**config.mk**
```make
export PLATFORM = sky130hd
export DESIGN_NAME = calendar_date_adder_flat
export DESIGN_NICKNAME = d
export VERILOG_FILES = /design/src/rtl/cda_pkg.sv /design/src/rtl/cda_if.sv /design/src/rtl/cda_ctrl.sv /design/src/rtl/cda_datapath.sv /design/src/rtl/calendar_date_adder.sv /design/src/flat_wrapper.sv
export SDC_FILE = /design/constraint.sdc
export NUM_CORES = 1
export LEC_CHECK = 0
export BUFFER_PORTS_ARGS = -buffer_cell sky130_fd_sc_hd__buf_4
export CAP_MARGIN = 20
export CORE_UTILIZATION = 30
export DETAILED_ROUTE_END_ITERATION = 10
export PLACE_DENSITY_LB_ADDON = 0.3
export SLEW_MARGIN = 10
export SYNTH_ARGS = -nofsm -noshare
export SYNTH_HDL_FRONTEND = slang
export SYNTH_SLANG_ARGS = --single-unit
```
**constraint.sdc**
```tcl
create_clock -name clock -period 8.7 [get_ports clock]
set_input_delay 1.74 -clock clock [delete_from_list [all_inputs] [get_ports clock]]
set_output_delay 1.74 -clock clock [all_outputs]
set_load 0.1 [all_outputs]
```
**src/rtl/cda_pkg.sv**
```systemverilog
// shared types, widths and calendar constants for the calendar date adder
package cda_pkg;

   localparam int DAY_W       = 5;
   localparam int MONTH_W     = 4;
   localparam int YEAR_W      = 14;
   localparam int ADD_DAY_W   = 10;
   localparam int ADD_MON_W   = 8;
   localparam int ADD_YEAR_W  = 8;

   // working widths: day sum up to 1054, month sum up to 270, year up to about 16700
   localparam int WDAY_W      = 11;
   localparam int WMON_W      = 9;
   localparam int WYEAR_W     = 15;
   localparam int QUOT_W      = 11;
   localparam int REM_W       = 5;

   localparam logic [WMON_W-1:0]  MONTHS_PER_YEAR = 9'd12;
   localparam logic [MONTH_W-1:0] MONTH_JAN       = 4'd1;
   localparam logic [MONTH_W-1:0] MONTH_FEB       = 4'd2;
   localparam logic [MONTH_W-1:0] MONTH_DEC       = 4'd12;
   localparam logic [DAY_W-1:0]   FEB_LEAP_DAYS   = 5'd29;
   localparam logic [YEAR_W-1:0]  YEAR_MAX        = 14'h3FFF;

   // floor(y / 25) = (y * 41944) >> 20 for every 15-bit y
   localparam int                RECIP_W      = 16;
   localparam logic [RECIP_W-1:0] RECIP_25    = 16'd41944;
   localparam int                RECIP_SHIFT  = 20;
   localparam int                PROD_W       = WYEAR_W + RECIP_W;
   localparam logic [REM_W-1:0]  REM_25_LAST  = 5'd24;
   localparam logic [WYEAR_W-1:0] DIVISOR_25  = 15'd25;

   typedef struct packed {
      logic load;
      logic mod_div;
      logic mod_rem;
      logic fold_step;
      logic walk_step;
      logic out_write;
   } cmd_type;

   typedef struct packed {
      logic fold_more;
      logic walk_more;
   } status_type;

   function automatic logic [DAY_W-1:0] month_days(input logic [MONTH_W-1:0] m,
                                                    input logic leap);
      logic [DAY_W-1:0] len;
      case (m)
         4'd1, 4'd3, 4'd5, 4'd7, 4'd8, 4'd10, 4'd12: len = 5'd31;
         4'd4, 4'd6, 4'd9, 4'd11:                    len = 5'd30;
         4'd2:                                       len = leap ? FEB_LEAP_DAYS : 5'd28;
         default:                                    len = 5'd0;
      endcase
      return len;
   endfunction

endpackage

```
**src/rtl/cda_if.sv**
```systemverilog
// request and response channel interfaces of the calendar date adder
interface cda_req_if;
   logic                                 valid;
   logic                                 ready;
   logic [cda_pkg::DAY_W-1:0]            start_day;
   logic [cda_pkg::MONTH_W-1:0]          start_month;
   logic [cda_pkg::YEAR_W-1:0]           start_year;
   logic [cda_pkg::ADD_DAY_W-1:0]        add_days;
   logic [cda_pkg::ADD_MON_W-1:0]        add_months;
   logic [cda_pkg::ADD_YEAR_W-1:0]       add_years;

   modport source (output valid, start_day, start_month, start_year,
                          add_days, add_months, add_years,
                   input  ready);
   modport sink   (input  valid, start_day, start_month, start_year,
                          add_days, add_months, add_years,
                   output ready);
endinterface

interface cda_rsp_if;
   logic                                 valid;
   logic                                 ready;
   logic [cda_pkg::DAY_W-1:0]            result_day;
   logic [cda_pkg::MONTH_W-1:0]          result_month;
   logic [cda_pkg::YEAR_W-1:0]           result_year;

   modport source (output valid, result_day, result_month, result_year,
                   input  ready);
   modport sink   (input  valid, result_day, result_month, result_year,
                   output ready);
endinterface

```
**src/rtl/cda_ctrl.sv**
```systemverilog
// controller state machine of the calendar date adder
module cda_ctrl (
   input  logic                 clock,
   input  logic                 reset,
   input  logic                 req_valid,
   output logic                 req_ready,
   output logic                 rsp_valid,
   input  logic                 rsp_ready,
   input  cda_pkg::status_type  status,
   output cda_pkg::cmd_type     cmd
);

   typedef enum logic [2:0] {
      ST_IDLE,
      ST_MOD_DIV,
      ST_MOD_REM,
      ST_FOLD,
      ST_WALK,
      ST_FINISH
   } state_type;

   state_type state_ff, state_in;
   logic      rsp_valid_ff, rsp_valid_in;

   always_comb begin
      state_in = state_ff;
      cmd      = '0;
      case (state_ff)
         ST_IDLE: begin
            if (req_valid) begin
               cmd.load = 1'b1;
               state_in = ST_MOD_DIV;
            end
         end
         ST_MOD_DIV: begin
            cmd.mod_div = 1'b1;
            state_in    = ST_MOD_REM;
         end
         ST_MOD_REM: begin
            cmd.mod_rem = 1'b1;
            state_in    = ST_FOLD;
         end
         ST_FOLD: begin
            if (status.fold_more) begin
               cmd.fold_step = 1'b1;
            end else begin
               state_in = ST_WALK;
            end
         end
         ST_WALK: begin
            if (status.walk_more) begin
               cmd.walk_step = 1'b1;
            end else begin
               state_in = ST_FINISH;
            end
         end
         ST_FINISH: begin
            // output register free or emptied this cycle
            if (!rsp_valid_ff || rsp_ready) begin
               cmd.out_write = 1'b1;
               state_in      = ST_IDLE;
            end
         end
         default: begin
            state_in = ST_IDLE;
         end
      endcase
   end

   always_comb begin
      rsp_valid_in = rsp_valid_ff;
      if (cmd.out_write) begin
         rsp_valid_in = 1'b1;
      end else if (rsp_ready) begin
         rsp_valid_in = 1'b0;
      end
   end

   always_ff @(posedge clock) begin
      if (reset) begin
         state_ff     <= ST_IDLE;
         rsp_valid_ff <= 1'b0;
      end else begin
         state_ff     <= state_in;
         rsp_valid_ff <= rsp_valid_in;
      end
   end

   assign req_ready = (state_ff == ST_IDLE);
   assign rsp_valid = rsp_valid_ff;

endmodule

```
**src/rtl/cda_datapath.sv**
```systemverilog
// datapath of the calendar date adder: working date, year residue and result register
module cda_datapath (
   input  logic                              clock,
   input  logic [cda_pkg::DAY_W-1:0]         start_day,
   input  logic [cda_pkg::MONTH_W-1:0]       start_month,
   input  logic [cda_pkg::YEAR_W-1:0]        start_year,
   input  logic [cda_pkg::ADD_DAY_W-1:0]     add_days,
   input  logic [cda_pkg::ADD_MON_W-1:0]     add_months,
   input  logic [cda_pkg::ADD_YEAR_W-1:0]    add_years,
   input  cda_pkg::cmd_type                  cmd,
   output cda_pkg::status_type               status,
   output logic [cda_pkg::DAY_W-1:0]         result_day,
   output logic [cda_pkg::MONTH_W-1:0]       result_month,
   output logic [cda_pkg::YEAR_W-1:0]        result_year
);

   logic [cda_pkg::WDAY_W-1:0]   day_ff, day_in;
   logic [cda_pkg::WMON_W-1:0]   month_ff, month_in;
   logic [cda_pkg::WYEAR_W-1:0]  year_ff, year_in;
   logic [cda_pkg::QUOT_W-1:0]   quot_ff, quot_in;
   logic [cda_pkg::REM_W-1:0]    rem25_ff, rem25_in;
   logic [cda_pkg::DAY_W-1:0]    res_day_ff, res_day_in;
   logic [cda_pkg::MONTH_W-1:0]  res_month_ff, res_month_in;
   logic [cda_pkg::YEAR_W-1:0]   res_year_ff, res_year_in;

   logic [cda_pkg::MONTH_W-1:0]  start_month_fix;
   logic [cda_pkg::PROD_W-1:0]   prod;
   logic [cda_pkg::WYEAR_W-1:0]  rem_full;
   logic [cda_pkg::REM_W-1:0]    rem25_inc;
   logic                         leap;
   logic [cda_pkg::DAY_W-1:0]    dim;

   assign start_month_fix = (start_month == '0) ? cda_pkg::MONTH_JAN : start_month;

   assign prod     = cda_pkg::PROD_W'(year_ff) * cda_pkg::PROD_W'(cda_pkg::RECIP_25);
   assign rem_full = year_ff - cda_pkg::WYEAR_W'(quot_ff) * cda_pkg::DIVISOR_25;
   assign rem25_inc = (rem25_ff == cda_pkg::REM_25_LAST) ? '0 : rem25_ff + 1'b1;

   // leap: by 4 and not by 100, or by 400 (by 16 and by 25)
   assign leap = ((year_ff[1:0] == 2'b00) && (rem25_ff != '0)) ||
                 ((year_ff[3:0] == 4'b0000) && (rem25_ff == '0));
   assign dim  = cda_pkg::month_days(month_ff[cda_pkg::MONTH_W-1:0], leap);

   assign status.fold_more = (month_ff > cda_pkg::MONTHS_PER_YEAR);
   assign status.walk_more = (day_ff > cda_pkg::WDAY_W'(dim));

   always_comb begin
      day_in       = day_ff;
      month_in     = month_ff;
      year_in      = year_ff;
      quot_in      = quot_ff;
      rem25_in     = rem25_ff;
      res_day_in   = res_day_ff;
      res_month_in = res_month_ff;
      res_year_in  = res_year_ff;

      if (cmd.load) begin
         day_in   = cda_pkg::WDAY_W'(start_day) + cda_pkg::WDAY_W'(add_days);
         month_in = cda_pkg::WMON_W'(start_month_fix) + cda_pkg::WMON_W'(add_months);
         year_in  = cda_pkg::WYEAR_W'(start_year) + cda_pkg::WYEAR_W'(add_years);
      end
      if (cmd.mod_div) begin
         quot_in = prod[cda_pkg::RECIP_SHIFT +: cda_pkg::QUOT_W];
      end
      if (cmd.mod_rem) begin
         rem25_in = rem_full[cda_pkg::REM_W-1:0];
      end
      if (cmd.fold_step) begin
         month_in = month_ff - cda_pkg::MONTHS_PER_YEAR;
         year_in  = year_ff + 1'b1;
         rem25_in = rem25_inc;
      end
      if (cmd.walk_step) begin
         day_in = day_ff - cda_pkg::WDAY_W'(dim);
         if (month_ff[cda_pkg::MONTH_W-1:0] == cda_pkg::MONTH_DEC) begin
            month_in = cda_pkg::WMON_W'(cda_pkg::MONTH_JAN);
            year_in  = year_ff + 1'b1;
            rem25_in = rem25_inc;
         end else begin
            month_in = month_ff + 1'b1;
         end
      end
      if (cmd.out_write) begin
         res_day_in   = day_ff[cda_pkg::DAY_W-1:0];
         res_month_in = month_ff[cda_pkg::MONTH_W-1:0];
         res_year_in  = (year_ff > cda_pkg::WYEAR_W'(cda_pkg::YEAR_MAX)) ?
                        cda_pkg::YEAR_MAX : year_ff[cda_pkg::YEAR_W-1:0];
      end
   end

   always_ff @(posedge clock) begin
      day_ff       <= day_in;
      month_ff     <= month_in;
      year_ff      <= year_in;
      quot_ff      <= quot_in;
      rem25_ff     <= rem25_in;
      res_day_ff   <= res_day_in;
      res_month_ff <= res_month_in;
      res_year_ff  <= res_year_in;
   end

   assign result_day   = res_day_ff;
   assign result_month = res_month_ff;
   assign result_year  = res_year_ff;

endmodule

```
**src/rtl/calendar_date_adder.sv**
```systemverilog
// top level of the calendar date adder: controller, datapath and checks
//
// adds an offset of days, months and years to a gregorian date and returns
// the normalized date, one request at a time. from acceptance to the result
// register a request passes the load, the residue divide and remainder,
// one fold step per whole year in the month sum (at most 22), one walk
// step per month length taken off the day sum (at most about 35) and the
// result write. the year residue mod 25 for the leap rule is taken once
// per request with a reciprocal multiply and then kept up to date as the
// year counts up. a start month of zero counts as january, a day of zero
// stays zero, a day past its month rolls into the next months, and the
// result year saturates at 16383 while leap years follow the full year.
// the result sits in an output register, so a new request is taken as
// soon as the last one has been written there.
module calendar_date_adder (
   input  logic       clock,
   input  logic       reset,
   cda_req_if.sink    req_chan,
   cda_rsp_if.source  rsp_chan
);

   // command and status between controller and datapath
   cda_pkg::cmd_type    cmd;
   cda_pkg::status_type status;

   // sequencing: load, residue, month fold, day walk, result write
   cda_ctrl u_ctrl (
      .clock     (clock),
      .reset     (reset),
      .req_valid (req_chan.valid),
      .req_ready (req_chan.ready),
      .rsp_valid (rsp_chan.valid),
      .rsp_ready (rsp_chan.ready),
      .status    (status),
      .cmd       (cmd)
   );

   // working date registers and the result register
   cda_datapath u_datapath (
      .clock        (clock),
      .start_day    (req_chan.start_day),
      .start_month  (req_chan.start_month),
      .start_year   (req_chan.start_year),
      .add_days     (req_chan.add_days),
      .add_months   (req_chan.add_months),
      .add_years    (req_chan.add_years),
      .cmd          (cmd),
      .status       (status),
      .result_day   (rsp_chan.result_day),
      .result_month (rsp_chan.result_month),
      .result_year  (rsp_chan.result_year)
   );

`ifndef SYNTHESIS
   // busy right after a request is taken
   a_busy_after_req: assert property (@(posedge clock) disable iff (reset)
      (req_chan.valid && req_chan.ready) |=> !req_chan.ready)
      else $error("request taken while previous one still in work");

   // result register never overwritten while holding an untaken result
   a_no_overwrite: assert property (@(posedge clock) disable iff (reset)
      cmd.out_write |-> (!rsp_chan.valid || rsp_chan.ready))
      else $error("result register overwritten");

   // day walk only starts once the month sum is folded into range
   a_walk_after_fold: assert property (@(posedge clock) disable iff (reset)
      cmd.walk_step |-> !status.fold_more)
      else $error("day walk with month above december");

   // delivered month always a real month
   a_month_range: assert property (@(posedge clock) disable iff (reset)
      rsp_chan.valid |-> (rsp_chan.result_month >= cda_pkg::MONTH_JAN &&
                          rsp_chan.result_month <= cda_pkg::MONTH_DEC))
      else $error("result month out of range");
`endif

endmodule

```
**src/flat_wrapper.sv**
```systemverilog
// flat-port wrapper written by rule: the top's interface ports become plain ports
module calendar_date_adder_flat 
  (clock, reset, req_chan_valid, req_chan_start_day, req_chan_start_month, req_chan_start_year, req_chan_add_days, req_chan_add_months, req_chan_add_years, req_chan_ready, rsp_chan_valid, rsp_chan_result_day, rsp_chan_result_month, rsp_chan_result_year, rsp_chan_ready);
  cda_req_if req_chan_i ();
  cda_rsp_if rsp_chan_i ();
  input  logic clock;
  input  logic reset;
  input wire logic [$bits(req_chan_i.valid)-1:0] req_chan_valid;
  input wire logic [$bits(req_chan_i.start_day)-1:0] req_chan_start_day;
  input wire logic [$bits(req_chan_i.start_month)-1:0] req_chan_start_month;
  input wire logic [$bits(req_chan_i.start_year)-1:0] req_chan_start_year;
  input wire logic [$bits(req_chan_i.add_days)-1:0] req_chan_add_days;
  input wire logic [$bits(req_chan_i.add_months)-1:0] req_chan_add_months;
  input wire logic [$bits(req_chan_i.add_years)-1:0] req_chan_add_years;
  output wire logic [$bits(req_chan_i.ready)-1:0] req_chan_ready;
  output wire logic [$bits(rsp_chan_i.valid)-1:0] rsp_chan_valid;
  output wire logic [$bits(rsp_chan_i.result_day)-1:0] rsp_chan_result_day;
  output wire logic [$bits(rsp_chan_i.result_month)-1:0] rsp_chan_result_month;
  output wire logic [$bits(rsp_chan_i.result_year)-1:0] rsp_chan_result_year;
  input wire logic [$bits(rsp_chan_i.ready)-1:0] rsp_chan_ready;
  assign req_chan_i.valid = req_chan_valid;
  assign req_chan_i.start_day = req_chan_start_day;
  assign req_chan_i.start_month = req_chan_start_month;
  assign req_chan_i.start_year = req_chan_start_year;
  assign req_chan_i.add_days = req_chan_add_days;
  assign req_chan_i.add_months = req_chan_add_months;
  assign req_chan_i.add_years = req_chan_add_years;
  assign req_chan_ready = req_chan_i.ready;
  assign rsp_chan_valid = rsp_chan_i.valid;
  assign rsp_chan_result_day = rsp_chan_i.result_day;
  assign rsp_chan_result_month = rsp_chan_i.result_month;
  assign rsp_chan_result_year = rsp_chan_i.result_year;
  assign rsp_chan_i.ready = rsp_chan_ready;
  calendar_date_adder u_core (.clock(clock), .reset(reset), .req_chan(req_chan_i), .rsp_chan(rsp_chan_i));
endmodule
```
# Word-level counts from Yosys, hierarchy flattened
# Index checks and enable logic that the tools add are counted.
# Widths: inputs -> output; s select.
classes:
  magnitude_cmp: 3
  reduce_logical: 17
  n_addsub: 9
  eq_ne: 22
  shifts: 0
  n_mul: 2
  div_mod_pow: 0
  mux: 35
  bitwise: 0
ops:
  columns: ["cell", "count"]
  rows:
  - ["$mux 15", 4]
  - ["$mux 9", 4]
  - ["$mul 15x13->28 const B", 1]
  - ["$mux 5", 5]
  - ["$mux 11", 2]
  - ["$eq 4x4->1 const B", 5]
  - ["$pmux 3 s6", 1]
  - ["$eq 4x3->1 const B", 4]
  - ["$add 14x8->15", 1]
  - ["$add 15x1->15 const B", 1]
  - ["$gt 15x14->1 const B", 1]
  - ["$pmux 5 s3", 1]
  - ["$mux 1", 13]
  - ["$mux 3", 4]
  - ["$add 5x10->11", 1]
  - ["$gt 11x5->1", 1]
  - ["$mul 11x5->5 const B", 1]
  - ["$sub 11x5->11", 1]
  - ["$add 4x8->9", 1]
  - ["$add 9x1->9 const B", 1]
  - ["$gt 9x4->1 const B", 1]
  - ["$sub 9x4->9 const B", 1]
  - ["$eq 4x2->1 const B", 2]
  - ["$logic_not 4->1", 2]
  - ["other kinds (21)", 29]
totals:
  n_memories: 0
  output_inout_bits: 25
  reg_bits: 78
  mem_bits_rw: 0
  latchBits: 0
  input_bits: 53
  mem_bits_ro: 0

# Longest topological paths before layout
# Gate-level depths: netlist (run 1).
depth:
  ltp_word: 9
  ltp_mapped: 17
  mapped_depth_nobuf: 17

# By module
# Synthesis (run 1) repeated with hierarchy kept, for this count alone.
unflattened:
  cells_unflattened: 911
  area_unflattened_um2: 8464.4
modules_own_cells:
  columns: ["module", "area_each_um2", "instances", "cells_per_inst"]
  rows:
  - ["cda_datapath", 8204.1, 1, 881]
  - ["cda_ctrl", 260.2, 1, 30]

# Worst setup path before layout (run 1)
# Ideal clock, no wire load.
synth_path:
  kind: "reg-to-reg"
  from: "register u_core.u_datapath.year_ff[4] in the netlist's numbering"
  to: "register u_core.u_datapath.quot_ff[4] in the netlist's numbering, data pin"
  path_slack_ns: 4.008
  t_arrival_ns: 4.432
  stages_incl_launch_ff: 17
  synth_period_minus_slack_ns: 4.692
  setup_time_ns: 0.260
  n_path_buf: 0
  path_cell_list: "dfxtp_1 inv_1 fa_1 inv_1 ha_1 fa_1 inv_1 fa_1 fa_1 inv_1 ha_1 and3_1 and3_1 a211o_1 a41oi_1 o21ai_0 xnor2_1"
synth_between:
  elab_chain_cells: 1
synth_rtl:
  columns: ["item", "line_no", "rtl"]
  rows:
  - ["start: declaration", "cda_datapath.sv:19", "logic [cda_pkg::WYEAR_W-1:0] year_ff, year_in;"]
  - ["start signal: assignment", "cda_datapath.sv:94", "year_ff <= year_in;"]
  - ["$mul 15x13->28", "cda_datapath.sv:35", "assign prod = cda_pkg::PROD_W'(year_ff) * cda_pkg::PROD_W'(cda_pkg::RECIP_25);"]
  - ["net u_core.u_datapath.prod, one bit", "cda_datapath.sv:27", "logic [cda_pkg::PROD_W-1:0] prod;"]
  - ["end signal: assignment", "cda_datapath.sv:95", "quot_ff <= quot_in;"]
  - ["end: declaration", "cda_datapath.sv:20", "logic [cda_pkg::QUOT_W-1:0] quot_ff, quot_in;"]
# The timed path passes the listed nets, and every way through them passes these cells.
# A chain may end at the register's enable or synchronous reset.

# Final worst setup path (run 1)
# Same ends and word-level chain as after synthesis.

==> results.sh, run 1 <==
export IMPL_place_gp_congestion=0.8231
export IMPL_num_antenna_cells=0
export IMPL_sequential_cell_area_sq_um=1922
export IMPL_num_nets_final=1222
export IMPL_route_detailed_drc=0
export IMPL_vias_per_cell=4.700
export IMPL_hold_fails_final_rpt=0
export IMPL_ctsHtreeMaxLevel=3
export IMPL_final_fill_count=2872
export IMPL_yosys_top_cells_area="ha_1, fa_1, edfxtp_1"
export IMPL_reg2reg_setup_slack_ps=3710
export IMPL_cts_sink_count=72
export IMPL_post_synthesis_area_per_instance_sq_um=9.514
export IMPL_timing_fmax_ghz=0.2003
export IMPL_timing_worst_slew_pin_value_ps=1049
export IMPL_yosys_register_bits=72
export IMPL_wire_length_of_the_first_global_routing_pass_um=32340
export IMPL_grt_max_degree=28
export IMPL_yosys_area_share_adder=0.3636
export IMPL_synth_largest_area_cell="ha_1"
export IMPL_worstSetupEndpointType="flop"
export IMPL_port_buffers=77
export IMPL_yosys_area_share_xor_xnor=0.06178
export IMPL_floorplan_die_height_um=170.4
export IMPL_start_kind="flop"
export IMPL_drt_iter0_drc=323
export IMPL_post_synth_and_or_nand_nor_area_fraction=0.1215
export IMPL_clk_insertion_delay_late_ps=350
export IMPL_synth_top_area_share=0.1942
export IMPL_tritoncts_clock_tree="yes"
export IMPL_setup_worst_path_class="reg2reg"
export IMPL_final_period_minus_worst_setup_slack_ps=4993
export IMPL_seq_area_frac_synth=0.2259
export IMPL_max_stage_delay_ps=580
export IMPL_global_route_usage_total=0.1437
export IMPL_layout_drive_gt1_share=0.1197
export IMPL_ys_types=72
export IMPL_route_vias_total=6331
export IMPL_post_cts_buffers=0
export IMPL_worst_hold_path_type="reg2reg"
export IMPL_critical_path_required_ps=8790
export IMPL_grt_remaining_overflow=0
export IMPL_synth_mux_area_fraction=0.01515
export IMPL_synth_common_cells="inv_1, ha_1, fa_1, nand2_1, edfxtp_1"
export IMPL_clock_path_buffers=2
export IMPL_synth_compound_gate_area_share=0.1171
export IMPL_timing_clock_skew_ps=12.93
export IMPL_top_level_ports=78
export IMPL_die_area_sq_um=29030
export IMPL_drt_wirelength_per_cell_um=14.74
export IMPL_synth_warnings=0
export IMPL_worst_slew_margin_rel=0.2990
export IMPL_cts_stage_hold_buffer_count=0
export IMPL_netlist_instances=894
export IMPL_cts_buffers_inserted=9
export IMPL_critical_path_arrival_ps=5080
export IMPL_fraction_of_registers_with_async_set_or_reset_after_synthesis=0
export IMPL_post_cts_resized=0
export IMPL_rows=61
export IMPL_core_area_sq_um=27860
export IMPL_status="complete, no violations"
export IMPL_path_buf_inv=4
export IMPL_post_synth_top_count_cell="inv_1"
export IMPL_first_global_vias=6194
export IMPL_antenna_found_initial=0
export IMPL_synth_edff_count=48
export IMPL_die_width_um=170.4
export IMPL_synth_cell_area_sq_um=8506
export IMPL_drt_wl_total_um=19860
export IMPL_floorplan_initialDensity=0.3053
export IMPL_max_cap_violations=0
export IMPL_synth_top_family_by_area="adder cells"
export IMPL_setup_violations_final=0
export IMPL_critical_path_max_fanout=9
export IMPL_hpwlAfterDp_um=16500
export IMPL_grt_setup_unrepaired="false"
export IMPL_slew_viol_final=0
export IMPL_yosys_most_used_dff="edfxtp_1"
export IMPL_firstDrtPassIters=5
export IMPL_final_min_period_over_clock_period=0.5739
export IMPL_cp_top_family="adder cells"
export IMPL_areaGrowthSynthToFinish_pct=14.75
export IMPL_synthesis_nets=1151
export IMPL_crit_path_cell_trace="inv_1 -> fa_1 -> inv_1 -> ha_1 -> fa_1 -> inv_1 -> fa_1 -> fa_1 -> inv_1 -> ha_1 -> and3_1 -> and3_1 -> a211o_1 -> a41oi_1 -> o21ai_0 -> xnor2_1"
export IMPL_drt_antenna_violating_nets=0
export IMPL_cts_clk_slew_worst_paths_ps=70
export IMPL_cts_root_buf="clkbuf_16"
export IMPL_setup_tns_ps=0
export IMPL_area_of_the_multi_input_gates_sq_um=5779
export IMPL_crit_slowest_cell="dfxtp_1"
metrics by stage:
| stage | hold WS, ps | utilization | setup slack (ps) | cell area, sq um | cells |
|---|---|---|---|---|---|
| floorplan | 426.4 | - | 4008 | 8506 | 894 |
| global placement | 458.1 | 0.3394 | 3769 | 9454 | 1332 |
| detailed placement | 452.8 | 0.3394 | 3683 | 9454 | 1332 |
| CTS | 458.5 | 0.3504 | 3668 | 9761 | 1347 |
| global route | 469.2 | 0.3504 | 3368 | 9761 | 1347 |
| finish | 453.9 | 0.3504 | 3707 | 9761 | 1347 |
logic make-up after synthesis:
family	Yosys count
xor+xnor	60
compound gates	147
mux	12
fa+ha+maj	204
buf+inv	201
simple gates	198
flops	72
metal layers:
metal,GRT usage,vias to the layer above,share of wire
li1,-,3178,-
met1,0.2150,3053,0.52
met2,0.2169,90,0.45
met3,0.01953,10,0.022
met4,0.03212,0,0.0097
met5,0,-,0
final timing paths:
path,from,to,cells past startpoint
min,u_core.u_datapath.day_ff[0],u_core.u_datapath.result_day[0],0
min reg2reg,u_core.u_datapath.day_ff[0],u_core.u_datapath.result_day[0],0
max reg2reg,u_core.u_datapath.year_ff[4],u_core.u_datapath.quot_ff[4],16
max,u_core.u_datapath.year_ff[4],u_core.u_datapath.quot_ff[4],16
cell usage in the layout, fill, tap and decap left out, types with 31 or more instances in the layout:
cell      netlist  routed
xnor2_1        40      40
ha_1          132     132
inv_1         181     181
buf_4           0      80
fa_1           72      72
edfxtp_1       48      48
o21ai_0        34      34
nand2_1        53      53
a21oi_1        36      36
nor2_1         32      31
registers in the layout (all words and copies together) (netlist names):
| register | cells |
|---|---|
| u_core.u_datapath.result_day | 5 |
| u_core.u_ctrl.state_ff | 3 |
| u_core.u_datapath.result_year | 14 |
| u_core.u_datapath.quot_ff | 5 |
| u_core.u_datapath.year_ff | 15 |
| u_core.u_datapath.month_ff | 9 |
| u_core.u_datapath.rem25_ff | 5 |
| u_core.u_datapath.result_month | 4 |
| u_core.u_datapath.day_ff | 11 |
| u_core.u_ctrl.rsp_valid | 1 |
final cells by class:
type                       count  share of cell area
clock buffer                  11             0.02602
clock inverter                 4            0.005384
inverter                     181             0.06961
multi-input combinational    621              0.5921
sequential                    72              0.1969
tap                          378             0.04846
timing repair buffer          80             0.06153
Power of run 1 is left out: the tool's default activity adds up to more than one toggle a clock period on the data nets, which glitch-free logic cannot reach.
==> run 2: changes to the inputs <==
Settings changed: ABC_AREA set to 1.
Clock period 8.7 ns to 4.1 ns, I/O delays scaled along.
==> results.sh, run 2 <==
export IMPL_mostFrequentLayoutCell="nand2_1"
export IMPL_global_route_usage_total=0.1547
export IMPL_drt_antenna_violating_nets=0
export IMPL_seq_area_frac_synth=0.2081
export IMPL_cpMostUsedCell="inv_2"
export IMPL_critical_path_max_fanout=4
export IMPL_synth_common_cells="nand2_1, inv_1, ha_1, nand3_1, fa_1"
export IMPL_reg2reg_setup_slack_ps=-40
export IMPL_slew_viol_final=0
export IMPL_final_min_period_over_clock_period=1.010
export IMPL_critical_path_arrival_ps=4250
export IMPL_floorplan_die_height_um=177.5
export IMPL_rows=63
export IMPL_setup_worst_path_class="reg2reg"
export IMPL_setup_violations_final=2
export IMPL_synth_top_area_share=0.1788
export IMPL_timing_worst_slew_pin_value_ps=638.1
export IMPL_timing_clock_skew_ps=9.974
export IMPL_post_route_worst_setup_slack_ps=-39.75
export IMPL_drt_iter0_drc=352
export IMPL_yosys_most_used_dff="edfxtp_1"
export IMPL_num_antenna_cells=0
export IMPL_max_stage_delay_ps=540
export IMPL_clk_insertion_delay_late_ps=360
export IMPL_start_kind="flop"
export IMPL_route_detailed_drc=0
export IMPL_synth_largest_area_cell="ha_1"
export IMPL_synthesis_nets=1451
export IMPL_netlist_instances=1194
export IMPL_wire_length_of_the_first_global_routing_pass_um=38140
export IMPL_fraction_of_registers_with_async_set_or_reset_after_synthesis=0
export IMPL_grt_setup_unrepaired="true"
export IMPL_yosys_register_bits=72
export IMPL_synth_cell_area_sq_um=9236
export IMPL_place_gp_congestion=0.8837
export IMPL_cts_buffers_inserted=9
export IMPL_crit_path_cell_trace="buf_12 -> fa_1 -> ha_1 -> inv_2 -> fa_1 -> inv_2 -> fa_1 -> inv_2 -> fa_1 -> inv_2 -> ha_4 -> nand2_4 -> nor3_4 -> nand2_1 -> inv_2 -> nand2_1 -> nand4_1 -> nand2_1"
export IMPL_area_of_the_multi_input_gates_sq_um=6570
export IMPL_path_buf_inv=6
export IMPL_timing_fmax_ghz=0.2416
export IMPL_hold_fails_final_rpt=0
export IMPL_vias_per_cell=4.544
export IMPL_grt_max_degree=25
export IMPL_die_area_sq_um=31490
export IMPL_largest_reg_flops=15
export IMPL_port_buffers=77
export IMPL_drt_wl_total_um=23710
export IMPL_post_synth_top_count_cell="nand2_1"
export IMPL_number_of_standard_cells_in_the_layout_taps_in_and_fillers_out=1726
export IMPL_synth_warnings=0
export IMPL_cts_clk_slew_worst_paths_ps=70
export IMPL_core_area_sq_um=29950
export IMPL_antenna_found_initial=0
export IMPL_hpwlAfterDp_um=19710
export IMPL_cts_sink_count=72
export IMPL_ys_types=44
export IMPL_synth_edff_count=48
export IMPL_ctsHtreeMaxLevel=3
export IMPL_hold_worst_slack_ps=482.4
export IMPL_max_cap_violations=0
export IMPL_worstSetupEndpointType="flop"
export IMPL_drt_wirelength_per_cell_um=13.73
export IMPL_layout_drive_gt1_share=0.1931
export IMPL_post_synthesis_area_per_instance_sq_um=7.736
export IMPL_dp_cells=1702
export IMPL_areaGrowthSynthToFinish_pct=23.25
export IMPL_status="finished, violations left"
export IMPL_crit_slowest_cell="fa_1"
export IMPL_cp_top_family="adder cells"
export IMPL_cts_stage_hold_buffer_count=0
export IMPL_final_period_minus_worst_setup_slack_ps=4140
export IMPL_yosys_top_cells_area="ha_1, fa_1, edfxtp_1"
export IMPL_final_fill_count=3153
export IMPL_sequential_cell_area_sq_um=1949
export IMPL_failing_checks="negative setup slack"
export IMPL_first_global_vias=7741
export IMPL_grt_remaining_overflow=0
export IMPL_clock_path_buffers=2
export IMPL_worst_hold_path_type="reg2reg"
export IMPL_die_width_um=177.5
export IMPL_tritoncts_clock_tree="yes"
export IMPL_num_nets_final=1588
export IMPL_route_vias_total=7843
export IMPL_worst_slew_margin_rel=0.5741
export IMPL_cts_root_buf="clkbuf_16"
export IMPL_mostFrequentLayoutCells="nand2_1, inv_1, buf_4"
export IMPL_top_level_ports=78
export IMPL_firstDrtPassIters=5
export IMPL_floorplan_initialDensity=0.3084
export IMPL_largest_register="u_core.u_datapath.year_ff"
export IMPL_critical_path_required_ps=4210
run 2: changes by cell type after synthesis, sizes merged, moves of 10 or more:
cell	previous run	this run
nand2	54	294
xnor2	40	9
o21ai	35	45
nor2	32	73
xor2	20	35
inv	181	263
nand3	25	78
a211oi	12	0
and3	16	0
run 2: cell type report:
class,count,area share
Clock inverter,7,0.006925
Clock buffer,9,0.01978
Multi-Input combinational cell,845,0.5772
Inverter,263,0.08716
Sequential cell,72,0.1712
Timing Repair Buffer,140,0.09486
Tap cell,390,0.04287
run 2: kinds of logic after synthesis:
group	Yosys count	synth area share
multiplexers	2	0.002168
flip-flops	72	0.2081
XOR/XNOR	44	0.04172
AO/OA/AOI/OAI	103	0.06177
adder cells (fa/ha/maj)	204	0.3349
buffers and inverters	277	0.1193
AND/OR/NAND/NOR	492	0.2321
run 2: worst reg2reg max path: cells and delay by family, from the launching register on:
kind / cells / cell delay, ps
adder cells (fa/ha/maj): 6 / 2590
flip-flops: 1 / 370
AND/OR/NAND/NOR: 6 / 580
buffers and inverters: 6 / 370
run 2: path summary, 6_finish.rpt:
check	start	end	cells after the start
setup / recovery	u_core.u_datapath.year_ff[12]	u_core.u_datapath.quot_ff[4]	18
hold / removal	u_core.u_datapath.day_ff[3]	u_core.u_datapath.result_day[3]	0
setup reg to reg	u_core.u_datapath.year_ff[12]	u_core.u_datapath.quot_ff[4]	18
hold reg to reg	u_core.u_datapath.day_ff[3]	u_core.u_datapath.result_day[3]	0
run 2: routing by layer:
metal | track usage | share of wire
met5 | 0 | 0
met4 | 0.04309 | 0.015
met3 | 0.02721 | 0.034
met2 | 0.2581 | 0.47
met1 | 0.2038 | 0.48
run 2: what timing repair did:
item                                    in CTS  in global routing
gates resized for setup                     41                 40
setup buffers                                7                  1
endpoints found under the setup margin       5                  5
pin swaps                                   20                 23
run 2: stage by stage:
stage,TNS [ps],instance area [sq um],worst slack [ps],utilization
4_1_cts,-14.30,11180,-14.30,0.3731
6_report,-64.45,11380,-39.75,0.3800
3_5_place_dp,-720.4,10650,-187.2,0.3556
5_1_grt,-759.5,11380,-209.2,0.3800
3_3_place_gp,-564.4,10650,-140.4,0.3556
2_1_floorplan,-17.47,9270,-17.47,-
Power of run 2 is left out for the same reason.
==> run 3: changes to the inputs <==
Settings changed: PLACE_DENSITY_LB_ADDON 0.3 to not set.
==> results.sh, run 3 (same netlist as run 2, synthesis figures left out) <==
export IMPL_status="complete, no violations"
export IMPL_worst_hold_path_type="reg2reg"
export IMPL_mostFrequentLayoutCell="nand2_1"
export IMPL_cts_sink_count=72
export IMPL_rows=63
export IMPL_critical_path_arrival_ps=4200
export IMPL_final_min_period_over_clock_period=0.9979
export IMPL_tritoncts_clock_tree="yes"
export IMPL_drt_wl_total_um=23910
export IMPL_port_buffers=77
export IMPL_place_gp_congestion=0.8789
export IMPL_hold_fails_final_rpt=0
export IMPL_met3_usage=0.02035
export IMPL_setup_violations_final=0
export IMPL_timing_fmax_ghz=0.2444
export IMPL_first_global_vias=7789
export IMPL_grt_max_degree=25
export IMPL_vias_per_cell=4.602
export IMPL_global_route_usage_total=0.1530
export IMPL_grt_setup_unrepaired="true"
export IMPL_dp_cells=1699
export IMPL_areaGrowthSynthToFinish_pct=24.51
export IMPL_largest_reg_flops=15
export IMPL_post_route_worst_setup_slack_ps=8.454
export IMPL_number_of_standard_cells_in_the_layout_taps_in_and_fillers_out=1727
export IMPL_floorplan_die_height_um=177.5
export IMPL_critical_path_required_ps=4210
export IMPL_setup_tns_ps=0
export IMPL_grt_remaining_overflow=0
export IMPL_drt_antenna_violating_nets=0
export IMPL_max_cap_violations=0
export IMPL_final_fill_count=3078
export IMPL_setup_worst_path_class="reg2reg"
export IMPL_most_used_layer_global_route="met2"
export IMPL_critical_path_max_fanout=4
export IMPL_num_antenna_cells=0
export IMPL_timing_hold_worst_path_depth=0
export IMPL_core_area_sq_um=29950
export IMPL_drt_iter0_drc=357
export IMPL_largest_register="u_core.u_datapath.year_ff"
export IMPL_route_detailed_drc=0
export IMPL_layout_drive_gt1_share=0.2072
export IMPL_slew_viol_final=0
export IMPL_antenna_found_initial=0
export IMPL_floorplan_initialDensity=0.3084
export IMPL_mostFrequentLayoutCells="nand2_1, inv_1, buf_4"
export IMPL_cts_stage_hold_buffer_count=0
export IMPL_use_met1=0.2024
export IMPL_cts_root_buf="clkbuf_16"
export IMPL_num_nets_final=1589
export IMPL_ctsHtreeMaxLevel=3
export IMPL_rr_worst_depth=18
export IMPL_drt_wirelength_per_cell_um=13.84
export IMPL_start_kind="flop"
export IMPL_die_width_um=177.5
export IMPL_die_area_sq_um=31490
export IMPL_groute_layer_met2_usage=0.2578
export IMPL_route_vias_total=7948
export IMPL_cts_buffers_inserted=9
export IMPL_firstDrtPassIters=5
export IMPL_preCtsSetupSlack_ps=-187.3
export IMPL_top_level_ports=78
export IMPL_timing_worst_slew_pin_value_ps=616.0
export IMPL_hpwlAfterDp_um=19280
export IMPL_final_period_minus_worst_setup_slack_ps=4092
export IMPL_cts_clk_slew_worst_paths_ps=70
export IMPL_wire_length_of_the_first_global_routing_pass_um=37960
export IMPL_clk_insertion_delay_late_ps=360
export IMPL_worst_slew_margin_rel=0.5889
export IMPL_worstSetupEndpointType="flop"
export IMPL_clock_path_buffers=2
export IMPL_timing_clock_skew_ps=8.734
## run 3: changes by cell type in the layout (fill, tap and decap cells not counted), moves of 3 or more
cell     before  now
inv_2        18   22
inv_1       243  236
ha_4         12   18
ha_1        119  112
a21oi_2       9    6
dfxtp_1      14   11
## run 3: layout make-up
cell class                 instances  area (sq um)  share of cell area
tap                              390         488.0             0.04243
inverter                         263          1001             0.08704
sequential                        72          1958              0.1703
multi-input combinational        845          6659              0.5790
clock buffer                       9         225.2             0.01958
clock inverter                     7         102.6            0.008922
timing repair buffer             141          1066             0.09270
## run 3: metal layers
metal,vias to the layer above,share of wire
li1,4019,-
met1,3771,0.47
met2,136,0.48
met3,22,0.032
met4,0,0.016
met5,-,0
## run 3: what timing repair did
action | in CTS | in global routing
setup buffers | 6 | 6
endpoints found under the setup margin | 5 | 5
gates cloned | 0 | 0
resized for setup | 35 | 72
pin swaps | 19 | 40
endpoints found under the hold margin | 0 | 0
## run 3: worst paths after layout
path                                       from                         endpoint  slack (ps)
setup / recovery  u_core.u_datapath.year_ff[13]     u_core.u_datapath.quot_ff[2]           8
hold reg to reg     u_core.u_datapath.day_ff[4]  u_core.u_datapath.result_day[4]         470
setup reg to reg  u_core.u_datapath.year_ff[13]     u_core.u_datapath.quot_ff[2]           8
hold / removal      u_core.u_datapath.day_ff[4]  u_core.u_datapath.result_day[4]         470
## run 3: worst max-delay path, cell delays in order (launching register included)
cell	delay [ps]
dfxtp_4	390
inv_4	40
fa_1	510
inv_2	50
ha_4	260
inv_2	30
fa_1	510
inv_2	40
fa_1	490
inv_2	40
fa_1	510
inv_2	50
ha_4	230
a21o_1	170
o21bai_1	170
a21oi_2	150
nand2_1	80
nand2_1	70
nand2_1	60
## run 3: metrics by stage
step                utilization  hold slack, ps  area (sq um)
detailed placement       0.3544           457.1         10620
finish                   0.3839           471.8         11500
global route             0.3839           479.4         11500
global placement         0.3544           451.6         10620
floorplan                     -           426.4          9270
CTS                      0.3723           472.3         11150
Power of run 3 is left out for the same reason.
